[src/rtl/mlp_pkg.sv]
// ----------------------------------------------------------------------------
// Memory-LCD line packer package
// Types, codes and helper functions shared by the packer modules.
// ----------------------------------------------------------------------------
package mlp_pkg;

    // Byte kinds on the result stream.
    localparam logic [1:0] KIND_CMD   = 2'd0;
    localparam logic [1:0] KIND_ADDR  = 2'd1;
    localparam logic [1:0] KIND_DATA  = 2'd2;
    localparam logic [1:0] KIND_TRAIL = 2'd3;

    // Mode command bytes.
    localparam logic [7:0] CMD_COLOR = 8'b1000_0000;
    localparam logic [7:0] CMD_MONO  = 8'b1000_1000;

    // Register indexes on the configuration port.
    localparam int unsigned REG_AW = 3;
    localparam logic [REG_AW-1:0] REG_COLOR_MODE   = 3'd0;
    localparam logic [REG_AW-1:0] REG_MONO_CUTOFF  = 3'd1;
    localparam logic [REG_AW-1:0] REG_COLOR_CUTOFF = 3'd2;
    localparam logic [REG_AW-1:0] REG_MONO_INVERT  = 3'd3;
    localparam logic [REG_AW-1:0] REG_START_LINE   = 3'd4;

    // Results kept per item, and candidates before the cap.
    localparam int unsigned MAX_RES = 5;
    localparam int unsigned N_CAND  = 7;
    localparam int unsigned CNT_W   = 3;

    // Bits per group in each mode.
    localparam logic [4:0] GROUP_MONO  = 5'd8;
    localparam logic [4:0] GROUP_COLOR = 5'd24;
    localparam logic [4:0] BIT_MAX     = 5'd23;

    // Configuration register set.
    typedef struct packed {
        logic       color_mode;
        logic [7:0] mono_cutoff;
        logic [7:0] color_cutoff;
        logic       mono_invert;
        logic [7:0] start_line;
    } cfg_t;

    // One result byte.
    typedef struct packed {
        logic [7:0] out_byte;
        logic [1:0] byte_kind;
    } res_t;

    // All results of one item, entry 0 first.
    typedef struct packed {
        res_t [MAX_RES-1:0]  ent;
        logic [CNT_W-1:0]    cnt;
    } res_list_t;

    // Swap the first and third bit of every 3-bit group (red/blue flip).
    function automatic logic [23:0] rb_swap(input logic [23:0] d);
        logic [23:0] r;
        for (int g = 0; g < 8; g++) begin
            r[3*g]     = d[3*g + 2];
            r[3*g + 1] = d[3*g + 1];
            r[3*g + 2] = d[3*g];
        end
        return r;
    endfunction

endpackage

[src/rtl/mlp_cfg.sv]
// ----------------------------------------------------------------------------
// Memory-LCD line packer configuration registers
// APB-style register file holding mode, cutoffs, inversion and start line.
// ----------------------------------------------------------------------------
module mlp_cfg (
    input  logic          aclk,
    input  logic          aresetn,
    input  logic          psel,
    input  logic          penable,
    input  logic          pwrite,
    input  logic [4:0]    paddr,
    input  logic [31:0]   pwdata,
    output logic [31:0]   prdata,
    output logic          pready,
    output mlp_pkg::cfg_t cfg
);
    import mlp_pkg::*;

    cfg_t              cfg_reg;
    cfg_t              cfg_next;
    logic              wr_en;
    logic [REG_AW-1:0] reg_idx;

    assign pready  = 1'b1;
    assign wr_en   = psel && penable && pwrite;
    assign reg_idx = paddr[4:2];
    assign cfg     = cfg_reg;

    // Register write decode.
    always_comb begin
        cfg_next = cfg_reg;
        if (wr_en) begin
            unique case (reg_idx)
                REG_COLOR_MODE:   cfg_next.color_mode   = pwdata[0];
                REG_MONO_CUTOFF:  cfg_next.mono_cutoff  = pwdata[7:0];
                REG_COLOR_CUTOFF: cfg_next.color_cutoff = pwdata[7:0];
                REG_MONO_INVERT:  cfg_next.mono_invert  = pwdata[0];
                REG_START_LINE:   cfg_next.start_line   = pwdata[7:0];
                default:          cfg_next = cfg_reg;
            endcase
        end
    end

    always_ff @(posedge aclk) begin
        if (!aresetn) begin
            cfg_reg.color_mode   <= 1'b0;
            cfg_reg.mono_cutoff  <= 8'd128;
            cfg_reg.color_cutoff <= 8'd128;
            cfg_reg.mono_invert  <= 1'b0;
            cfg_reg.start_line   <= 8'd0;
        end else begin
            cfg_reg <= cfg_next;
        end
    end

    // Read-back mux.
    always_comb begin
        unique case (reg_idx)
            REG_COLOR_MODE:   prdata = {31'd0, cfg_reg.color_mode};
            REG_MONO_CUTOFF:  prdata = {24'd0, cfg_reg.mono_cutoff};
            REG_COLOR_CUTOFF: prdata = {24'd0, cfg_reg.color_cutoff};
            REG_MONO_INVERT:  prdata = {31'd0, cfg_reg.mono_invert};
            REG_START_LINE:   prdata = {24'd0, cfg_reg.start_line};
            default:          prdata = 32'd0;
        endcase
    end

endmodule

[src/rtl/mlp_pack.sv]
// ----------------------------------------------------------------------------
// Memory-LCD line packer bit packing stage
// Registers one input item, packs its bit and builds the list of its results.
// ----------------------------------------------------------------------------
module mlp_pack (
    input  logic               aclk,
    input  logic               aresetn,
    input  mlp_pkg::cfg_t      cfg,
    input  logic               s_tvalid,
    output logic               s_tready,
    input  logic [7:0]         s_tdata,   // [7:0] sample
    input  logic               s_tlast,   // line_end
    input  logic               s_tuser,   // [0] frame_end
    input  logic               ser_ready,
    output logic               list_vld,
    output mlp_pkg::res_list_t list
);
    import mlp_pkg::*;

    // Input register.
    logic       in_vld_reg, in_vld_next;
    logic [7:0] sample_reg;
    logic       line_end_reg;
    logic       frame_end_reg;

    // Packing state.
    logic [23:0] acc_reg, acc_next;
    logic [4:0]  bc_reg, bc_next;
    logic [7:0]  lc_reg, lc_next;
    logic        line_start_reg, line_start_next;
    logic        frame_start_reg, frame_start_next;

    logic        s_fire;
    logic        advance;

    // Working values.
    logic [7:0]  cutoff;
    logic [4:0]  group;
    logic [4:0]  bc_sat;
    logic [4:0]  bc_inc;
    logic [23:0] acc_set;
    logic        bit_set;
    logic        any_end;
    logic        emit;
    logic [7:0]  lc_cur;
    logic [23:0] swapped;
    logic [7:0]  mono_byte;
    res_t        cand [N_CAND];
    logic [N_CAND-1:0] cand_en;
    res_list_t   lst;

    assign s_fire   = s_tvalid && s_tready;
    assign advance  = in_vld_reg && ser_ready;
    assign s_tready = !in_vld_reg || ser_ready;
    assign list_vld = advance;
    assign list     = lst;

    // Input register valid tracking.
    always_comb begin
        in_vld_next = s_fire || (in_vld_reg && !advance);
    end

    always_ff @(posedge aclk) begin
        if (!aresetn) begin
            in_vld_reg <= 1'b0;
        end else begin
            in_vld_reg <= in_vld_next;
        end
    end

    always_ff @(posedge aclk) begin
        if (s_fire) begin
            sample_reg    <= s_tdata;
            line_end_reg  <= s_tlast;
            frame_end_reg <= s_tuser;
        end
    end

    // Bit packing of the held item.
    always_comb begin
        cutoff  = cfg.color_mode ? cfg.color_cutoff : cfg.mono_cutoff;
        group   = cfg.color_mode ? GROUP_COLOR : GROUP_MONO;
        bc_sat  = (bc_reg > BIT_MAX) ? BIT_MAX : bc_reg;
        bit_set = sample_reg >= cutoff;
        acc_set = acc_reg | (bit_set ? (24'h80_0000 >> bc_sat) : 24'd0);
        bc_inc  = bc_sat + 5'd1;
        any_end = line_end_reg || frame_end_reg;
        // A line end always flushes, since at least one bit is now held.
        emit    = (bc_inc >= group) || any_end;
        lc_cur  = frame_start_reg ? cfg.start_line : lc_reg;
        swapped = rb_swap(acc_set);
        mono_byte = cfg.mono_invert ? ~acc_set[23:16] : acc_set[23:16];
    end

    // Candidate results in stream order.
    always_comb begin
        cand[0] = '{out_byte: cfg.color_mode ? CMD_COLOR : CMD_MONO, byte_kind: KIND_CMD};
        cand[1] = '{out_byte: lc_cur + 8'd1, byte_kind: KIND_ADDR};
        cand[2] = '{out_byte: cfg.color_mode ? swapped[23:16] : mono_byte,
                    byte_kind: KIND_DATA};
        cand[3] = '{out_byte: swapped[15:8], byte_kind: KIND_DATA};
        cand[4] = '{out_byte: swapped[7:0], byte_kind: KIND_DATA};
        cand[5] = '{out_byte: 8'd0, byte_kind: KIND_TRAIL};
        cand[6] = '{out_byte: 8'd0, byte_kind: KIND_TRAIL};
        cand_en = {frame_end_reg, any_end, emit && cfg.color_mode, emit && cfg.color_mode,
                   emit, line_start_reg, frame_start_reg};
    end

    // Compact enabled candidates into the result list, capped at its depth.
    always_comb begin
        logic [CNT_W-1:0] n;
        n       = '0;
        lst.ent = '0;
        for (int i = 0; i < N_CAND; i++) begin
            if (cand_en[i] && (n < CNT_W'(MAX_RES))) begin
                lst.ent[n] = cand[i];
                n          = n + CNT_W'(1);
            end
        end
        lst.cnt = n;
    end

    // Next packing state.
    always_comb begin
        acc_next         = acc_reg;
        bc_next          = bc_reg;
        lc_next          = lc_reg;
        line_start_next  = line_start_reg;
        frame_start_next = frame_start_reg;
        if (advance) begin
            acc_next         = emit ? 24'd0 : acc_set;
            bc_next          = emit ? 5'd0 : bc_inc;
            lc_next          = any_end ? lc_cur + 8'd1 : lc_cur;
            line_start_next  = any_end;
            frame_start_next = frame_end_reg;
        end
    end

    always_ff @(posedge aclk) begin
        if (!aresetn) begin
            acc_reg         <= 24'd0;
            bc_reg          <= 5'd0;
            lc_reg          <= 8'd0;
            line_start_reg  <= 1'b1;
            frame_start_reg <= 1'b1;
        end else begin
            acc_reg         <= acc_next;
            bc_reg          <= bc_next;
            lc_reg          <= lc_next;
            line_start_reg  <= line_start_next;
            frame_start_reg <= frame_start_next;
        end
    end

endmodule

[src/rtl/mlp_ser.sv]
// ----------------------------------------------------------------------------
// Memory-LCD line packer result serializer
// Holds the result list of one item and sends its bytes out, entry 0 first.
// ----------------------------------------------------------------------------
module mlp_ser (
    input  logic               aclk,
    input  logic               aresetn,
    input  logic               list_vld,
    input  mlp_pkg::res_list_t list,
    output logic               ser_ready,
    output logic               m_tvalid,
    input  logic               m_tready,
    output logic [7:0]         m_tdata,   // [7:0] out_byte
    output logic               m_tlast,   // last
    output logic [1:0]         m_tuser    // [1:0] byte_kind
);
    import mlp_pkg::*;

    res_t [MAX_RES-1:0] ent_reg, ent_next;
    logic [CNT_W-1:0]   cnt_reg, cnt_next;
    logic               m_fire;

    assign m_tvalid  = cnt_reg != '0;
    assign m_fire    = m_tvalid && m_tready;
    assign m_tdata   = ent_reg[0].out_byte;
    assign m_tuser   = ent_reg[0].byte_kind;
    assign m_tlast   = cnt_reg == CNT_W'(1);
    // Free once empty, or when the final byte leaves in this cycle.
    assign ser_ready = (cnt_reg == '0) || (m_tlast && m_tready);

    // Load a new list or shift the held one by one entry.
    always_comb begin
        ent_next = ent_reg;
        cnt_next = cnt_reg;
        if (list_vld) begin
            ent_next = list.ent;
            cnt_next = list.cnt;
        end else if (m_fire) begin
            for (int i = 0; i < MAX_RES - 1; i++) begin
                ent_next[i] = ent_reg[i + 1];
            end
            ent_next[MAX_RES-1] = '0;
            cnt_next = cnt_reg - CNT_W'(1);
        end
    end

    always_ff @(posedge aclk) begin
        if (!aresetn) begin
            cnt_reg <= '0;
        end else begin
            cnt_reg <= cnt_next;
        end
    end

    always_ff @(posedge aclk) begin
        ent_reg <= ent_next;
    end

endmodule

[src/rtl/memory_lcd_line_packer_top.sv]
// ----------------------------------------------------------------------------
// Memory-LCD line packer top level
// Packs 8-bit samples into the byte stream of a memory-LCD multi-line write.
// ----------------------------------------------------------------------------
// Usage:
//   Samples enter on the s_ channel, one per item: s_tdata is the gray pixel
//   (mono) or subpixel level (colour), s_tlast marks a line end and s_tuser a
//   frame end. Bytes leave on the m_ channel: m_tdata is the byte, m_tuser
//   its kind (command, line address, pixel data, trailer), and m_tlast marks
//   the final byte caused by one input item.
//   Registers on the APB-style port are to be written by the user only
//   while the block is idle; the block itself does not enforce this. An
//   item waits in the input register until its result list is loaded into
//   the serializer. Throughput: while the receiver is ready, one item per
//   cycle for items causing at most one byte each; a longer list holds the
//   input, as the serializer sends one byte per cycle from its result list.
//   Reset empties both stages and starts a new frame and line.
//   When the receiver stalls, the result list waits, the held item waits
//   behind it, and s_tready falls once both are full.
// ----------------------------------------------------------------------------
module memory_lcd_line_packer_top (
    input  logic        aclk,
    input  logic        aresetn,
    // Input samples
    input  logic        s_tvalid,
    output logic        s_tready,
    input  logic [7:0]  s_tdata,   // [7:0] sample
    input  logic        s_tlast,   // line_end
    input  logic        s_tuser,   // [0] frame_end
    // Output bytes
    output logic        m_tvalid,
    input  logic        m_tready,
    output logic [7:0]  m_tdata,   // [7:0] out_byte
    output logic        m_tlast,   // last
    output logic [1:0]  m_tuser,   // [1:0] byte_kind
    // Configuration
    input  logic        psel,
    input  logic        penable,
    input  logic        pwrite,
    input  logic [4:0]  paddr,
    input  logic [31:0] pwdata,
    output logic [31:0] prdata,
    output logic        pready
);
    import mlp_pkg::*;

    cfg_t      cfg;
    res_list_t list;
    logic      list_vld;
    logic      ser_ready;

    // Configuration registers.
    mlp_cfg u_cfg (
        .aclk    (aclk),
        .aresetn (aresetn),
        .psel    (psel),
        .penable (penable),
        .pwrite  (pwrite),
        .paddr   (paddr),
        .pwdata  (pwdata),
        .prdata  (prdata),
        .pready  (pready),
        .cfg     (cfg)
    );

    // Input register and bit packing.
    mlp_pack u_pack (
        .aclk      (aclk),
        .aresetn   (aresetn),
        .cfg       (cfg),
        .s_tvalid  (s_tvalid),
        .s_tready  (s_tready),
        .s_tdata   (s_tdata),
        .s_tlast   (s_tlast),
        .s_tuser   (s_tuser),
        .ser_ready (ser_ready),
        .list_vld  (list_vld),
        .list      (list)
    );

    // Result list and output serializer.
    mlp_ser u_ser (
        .aclk      (aclk),
        .aresetn   (aresetn),
        .list_vld  (list_vld),
        .list      (list),
        .ser_ready (ser_ready),
        .m_tvalid  (m_tvalid),
        .m_tready  (m_tready),
        .m_tdata   (m_tdata),
        .m_tlast   (m_tlast),
        .m_tuser   (m_tuser)
    );

endmodule

[config.mk]
export PLATFORM = sky130hd
export DESIGN_NAME = memory_lcd_line_packer_top
export DESIGN_NICKNAME = d
export VERILOG_FILES = /design/src/rtl/mlp_pkg.sv /design/src/rtl/mlp_cfg.sv /design/src/rtl/mlp_pack.sv /design/src/rtl/mlp_ser.sv /design/src/rtl/memory_lcd_line_packer_top.sv
export SDC_FILE = /design/constraint.sdc
export NUM_CORES = 1
export LEC_CHECK = 0
export BUFFER_PORTS_ARGS = -buffer_cell sky130_fd_sc_hd__buf_4
export CORE_MARGIN = 4
export CORE_UTILIZATION = 40
export CTS_CLUSTER_DIAMETER = 30
export DETAILED_ROUTE_END_ITERATION = 12
export PLACE_DENSITY = 0.58
export SLEW_MARGIN = 30
export SYNTH_ARGS = -nofsm -noshare
export SYNTH_HDL_FRONTEND = slang
export SYNTH_HIERARCHICAL = 1
export SYNTH_SLANG_ARGS = --single-unit
[constraint.sdc]
create_clock -name aclk -period 5.7 [get_ports aclk]
set_input_delay 0.285 -clock aclk [delete_from_list [all_inputs] [get_ports aclk]]
set_output_delay 0.285 -clock aclk [all_outputs]
set_load 0.05 [all_outputs]
== Word level (Yosys, flattened, before mapping) ==
Cells that the tools add are included.
Cells by class
  reduce and logical (&&, ||, !) cells: 36
  magnitude comparators: 21
  mux-type cells: 46
  shifts and indexed selects: 1
  bitwise logic cells: 8
  equal/unequal tests: 5
  $add $sub $neg: 9
Operators by type and width (number)
  2-to-1 mux 50 bit: 8
  bitwise mux 50 bit: 4
  demux 10 bit (select 3 bit): 6
  AND 40 bit: 2
  NOT 40 bit: 2
  2-to-1 mux 10 bit: 7
  2-to-1 mux 24 bit: 2
  2-to-1 mux 8 bit: 5
  case mux 8 bit (5 select lines): 1
  2-to-1 mux 3 bit: 8
  OR 24 bit: 1
  right shift 24 x 5 -> 24 bit (first input constant): 1
  logical AND 1 bit: 20
  less-than comparator 3 x 4 -> 1 bit (second input constant): 5
  OR 10 bit: 2
  adder 3 x 1 -> 3 bit (second input constant): 5
  greater-or-equal comparator 3 x 1 -> 1 bit (second input constant): 5
  less-than comparator 3 bit (second input constant): 5
  2-to-1 mux 5 bit: 3
  AND reduction 2 bit: 5
  adder 8 x 1 -> 8 bit (second input constant): 1
  greater-or-equal comparator 8 bit: 1
  NOT 8 bit: 1
  == test 3 x 1 -> 1 bit (second input constant): 2
  17 further kinds: 24
Storage, ports and cells
  bits of input ports: 54
  bits in registers: 129
  word-level logic and storage cells: 151
  output and inout port bits: 46

== Longest topological paths before layout ==
  word-level depth: 24
  gate-level depth with buffers: 28
  gate-level depth less buffers: 26

== Modules after synthesis ==
Netlist, hierarchy kept.
Modules (own cells, without submodules)
  mlp_pack: area each 4769.6 um^2, cells an instance 629, sequential area each 1101.1 um^2, times used 1
  mlp_ser: area each 2386.0 um^2, cells an instance 145, sequential area each 1561.5 um^2, times used 1
  mlp_cfg: area each 1418.9 um^2, cells an instance 153, sequential area each 520.5 um^2, times used 1

== Worst setup path before layout ==
Ideal clock, no wire load.
  path kind: flip-flop to flip-flop
  start: reg u_pack.bc_reg[3]
  end: reg u_ser/ent_reg[31] (netlist name) (data pin)
  required time: 5440 ps
  stages on the path, launching flop included: 28
  period minus slack after synthesis: 6106 ps
  buffers on the path: 3
  setup slack: -406 ps
  data arrival time: 5847 ps
  setup time: 260 ps
  cells stage by stage: dfxtp_1 > buf_2 > a21oi_1 > inv_1 > ha_1 > nand3_1 > nand2_1 > ha_1 > or3_1 > buf_2 > nor2_8 > inv_2 > buf_2 > fa_1 > ha_1 > a31oi_1 > a21oi_1 > ha_1 > a31oi_1 > a31oi_4 > ha_1 > and3_1 > nand4_1 > a21oi_2 > nand3_1 > o31ai_2 > or3_1 > mux2_2
RTL lines
  from (decl): RTL line mlp_pack.sv:28  | logic [4:0] bc_reg, bc_next;
  from (signal assigned): RTL line mlp_pack.sv:148  | bc_reg <= bc_next;
  to (signal assigned): RTL line mlp_ser.sv:56  | ent_reg <= ent_next;
  to (decl): RTL line mlp_ser.sv:19  | res_t [MAX_RES-1:0] ent_reg, ent_next;

==> impl_results.rst <==
.. list-table::
   :header-rows: 1

   * - Metric
     - Value
   * - DRC
     - 0
   * - Final worst-path cycle share
     - 0.947
   * - DRT iter0 DRCs
     - 827
   * - Global router's overall resource usage
     - 0.196
   * - TritonCTS Sinks
     - 129
   * - Critical R2R Launch
     - u_pack/bc_reg[4]
   * - WP data arrival
     - 5.56 ns
   * - Largest voltage drop on the vdd net
     - 0.000438 V
   * - Unrepaired setup endpoints after global routing
     - no
   * - Cell class contributing the biggest share of worst-path delay
     - adder cells
   * - Final worst slack
     - 0.300 ns
   * - Largest clock skew in the final design
     - 0.0104 ns
   * - Combined buffer and inverter count along the critical path
     - 3
   * - Comb power frac
     - 0.415
   * - Relative slew slack
     - 0.310
   * - Mux share of post-synthesis cell area
     - 0.103
   * - Synthesized instance count
     - about 900
   * - Flip-flop and latch count after synthesis
     - around 130
   * - Clock tree from TritonCTS
     - yes
   * - Sequential Power Share
     - 0.318
   * - Post-synthesis async set-or-reset flop share
     - 0
   * - Number of different library cells in the post-synthesis netlist
     - 95
   * - Top flip-flop cell by instance count after synthesis
     - dfxtp_1
   * - Remaining antenna violation count after routing
     - 0
   * - Utilization of the core after routing
     - 0.467
   * - Post-synth top area share
     - 0.210
   * - Area of the mapped netlist
     - 0.00857 mm2
   * - Clock Path Buffers
     - 2
   * - Post-synthesis cell type with the largest combined area
     - edfxtp_1
   * - Worst Hold Class
     - input pin to register
   * - Pin count of the biggest net entering global routing
     - 72
   * - Initial core utilization
     - 0.408
   * - Compound-cell area share of the yosys netlist
     - 0.204
   * - Number of nets at the end of the flow
     - 1042
   * - Min Clock Period, post-route
     - 5.40 ns
   * - Layout cells sized above 1
     - 0.210
   * - Start point of the critical path
     - u_pack/bc_reg[4]
   * - CP peak stage delay
     - 0.62 ns
   * - Power density over the cells
     - 440 mW/mm2
   * - Floorplan Core Area
     - 0.0210 mm2
   * - Top-count cell post-synth
     - nor2_1
   * - Fraction of power spent switching nets
     - 0.385
   * - Die height
     - 154 um
   * - Upper clock frequency limit
     - 0.185 GHz
   * - Clock Pin Slew Worst Setup and Hold Paths
     - 0.06 ns
   * - Required time of the critical path
     - between 5 and 6 ns
   * - First-pass iteration count of the detailed router
     - 7
   * - Warning count from the yosys run
     - 6
   * - Hold Violations, Final
     - 0
   * - Fin Hold WS
     - 0.0400 ns
   * - Overall die width
     - 154 um
   * - Largest register FFs
     - 40
   * - Psw
     - 1.66 mW
   * - Via total after detailed routing
     - 7282
   * - Cell-internal power
     - 2.66 mW
   * - Sequential cell area fraction in the yosys report
     - 0.371
   * - Final TNS setup
     - 0 ns
   * - Ranking of synthesized cells by area
     - edfxtp_1 21%, dfxtp_1 16%, mux2_2 5.4%, mux2i_1 4.9%, a21oi_1 3.9%
   * - Top fanout value on the critical path
     - 7
   * - Post-synthesis share of cell area spent on full adders, half adders and majority gates
     - 0.0388
   * - Ports placed on the boundary
     - 100
   * - Clk network pwr share
     - 0.268
   * - Level count of the clock H-tree
     - 4
   * - Cell at the root of the clock tree
     - clkbuf_16
   * - Overflow after GRT
     - 0
   * - Vias in the first global route
     - 6559
   * - Global-route wire length before repair
     - between 30000 and 40000 um
   * - Area fraction in and, or, nand and nor cells after synthesis
     - 0.186
   * - Detailed placement HPWL
     - 16900 um
   * - Kind of start point of the critical path
     - register
   * - Cell area after layout
     - between 0.009 and 0.01 mm2
   * - Cell type of the slowest stage on the worst timing path
     - fa_2
   * - Leakage Power
     - 3.59 nW
   * - Post-synth EDFFs
     - 60
   * - Die area
     - 0.0238 mm2
   * - Maximum capacitance violations
     - 0
   * - Placed instance area
     - 0.00910 mm2
   * - Source-to-sink clock delay at the later pin of the worst-skew pair
     - 0.42 ns
   * - Max-slew violation count
     - 0
   * - Slew at the pin with the worst max-slew slack
     - 1.03 ns
   * - Number of cell rows
     - 53
   * - Endpoint type of the worst setup path
     - register
   * - Top cells by count, synth
     - 80 x nor2_1, 78 x nand2_1, 69 x dfxtp_1, 66 x a21oi_1, 60 x edfxtp_1
   * - CTS Buf Count
     - 17
   * - Via density per instance
     - 5.83
   * - Post-detailed-routing wire length
     - 24200 um
   * - Count of hold-fix buffers inserted at cts
     - 0
   * - Synth Area per Inst
     - 9.25 um2
   * - Pre-CTS setup slack
     - 0.141 ns
   * - Setup-violating endpoint count in the final report
     - 0
   * - Total of buffers placed on input and output ports
     - 48
   * - CP Class
     - register to register
   * - Antenna cell count
     - 0
   * - Post-synthesis xor/xnor area fraction
     - 0.0215
   * - Number of antenna violations at the first check in global routing
     - 0
   * - Average wire per cell in the routed design
     - roughly 19 um
   * - Placer's final routability congestion estimate
     - roughly 0.92
   * - Combinational family with the most area after synthesis
     - compound AO/OA/AOI/OAI gates
   * - Synth-to-Final Area Change
     - 14.5%
   * - Run status
     - completed
   * - Min-delay src
     - s_tuser
-- layout by cell type (no fill, tap or decap), types with 4 or more instances in the layout --
master / count
nor3_1: 16
a21boi_0: 6
a41oi_1: 5
a221oi_1: 6
nand4_1: 5
a211oi_1: 28
ha_1: 23
nor2_1: 78
o22ai_1: 11
a22oi_1: 8
clkbuf_16: 20
nand2_1: 76
o2bb2ai_1: 8
xnor2_1: 18
a31oi_1: 12
a22o_1: 5
nand3_1: 26
or3_1: 9
o22a_1: 9
mux2i_1: 42
o21a_1: 4
a21oi_1: 64
a31oi_4: 4
and3_1: 5
conb_1: 25
mux2_2: 41
o211ai_1: 8
and2_1: 19
nor2b_1: 11
buf_4: 79
nand2b_1: 8
edfxtp_1: 60
inv_1: 18
o21ai_0: 28
nor2_2: 5
nor3b_1: 16
dfxtp_1: 69
-- per-stage QoR --
step                power [mW]  std cells
finish                    4.32       1250
global route              4.55       1250
CTS                       4.25       1246
detailed placement        3.09       1214
global placement          3.07       1214
floorplan                 2.72        950
-- area by class of cell --
| cell class | count | area (um2) |
|---|---|---|
| Sequential cell | 129 | 3180 |
| Multi-Input combinational cell | 711 | 4980 |
| Clock buffer | 23 | 513 |
| Clock inverter | 9 | 115 |
| Inverter | 24 | 92.6 |
| Timing Repair Buffer | 79 | 593 |
| Fill cell | 2015 | 11200 |
| Tap cell | 275 | 344 |
-- worst paths after layout --
kind	to	slack [ns]	cells past startpoint
worst min-delay path	u_pack/frame_end_reg	0.04	1
worst max register to register	u_ser/ent_reg[11]	0.30	25
worst max-delay path	u_ser/ent_reg[11]	0.30	25
worst min register to register	u_pack/lc_reg[1]	0.47	2
-- layer usage --
metal	vias up	wire length, um	track usage
li1	3455	-	-
met1	3461	11200	0.293
met2	325	10600	0.288
met3	41	1850	0.0392
met4	0	458	0.0551
met5	-	0	0
-- logic make-up (layout without fill, tap and decap cells) --
| group | after synthesis | count (layout) |
|---|---|---|
| AOI/OAI and AO/OA | 247 | 248 |
| DFF | 129 | 129 |
| muxes | 83 | 83 |
| xor gates and xnor gates | 21 | 21 |
| other | 2 | 25 |
| buffers and inverters | 111 | 135 |
| adders and majority gates | 26 | 26 |
| and+or+nand+nor | 308 | 308 |
-- timing repair --
action | CTS | global route
setup endpoints to repair | 0 | 30
setup buffers | 0 | 3
gates resized for setup | 0 | 10
-- power groups by stage --
stage	combinational, mW	sequential (mW)	clock (mW)
floorplan	1.35	1.37	0
global placement	1.68	1.38	0
detailed placement	1.70	1.40	0
CTS	1.70	1.38	1.18
global route	1.93	1.40	1.22
finish	1.79	1.37	1.16
Note: power is estimated with default switching activity, not from simulation.
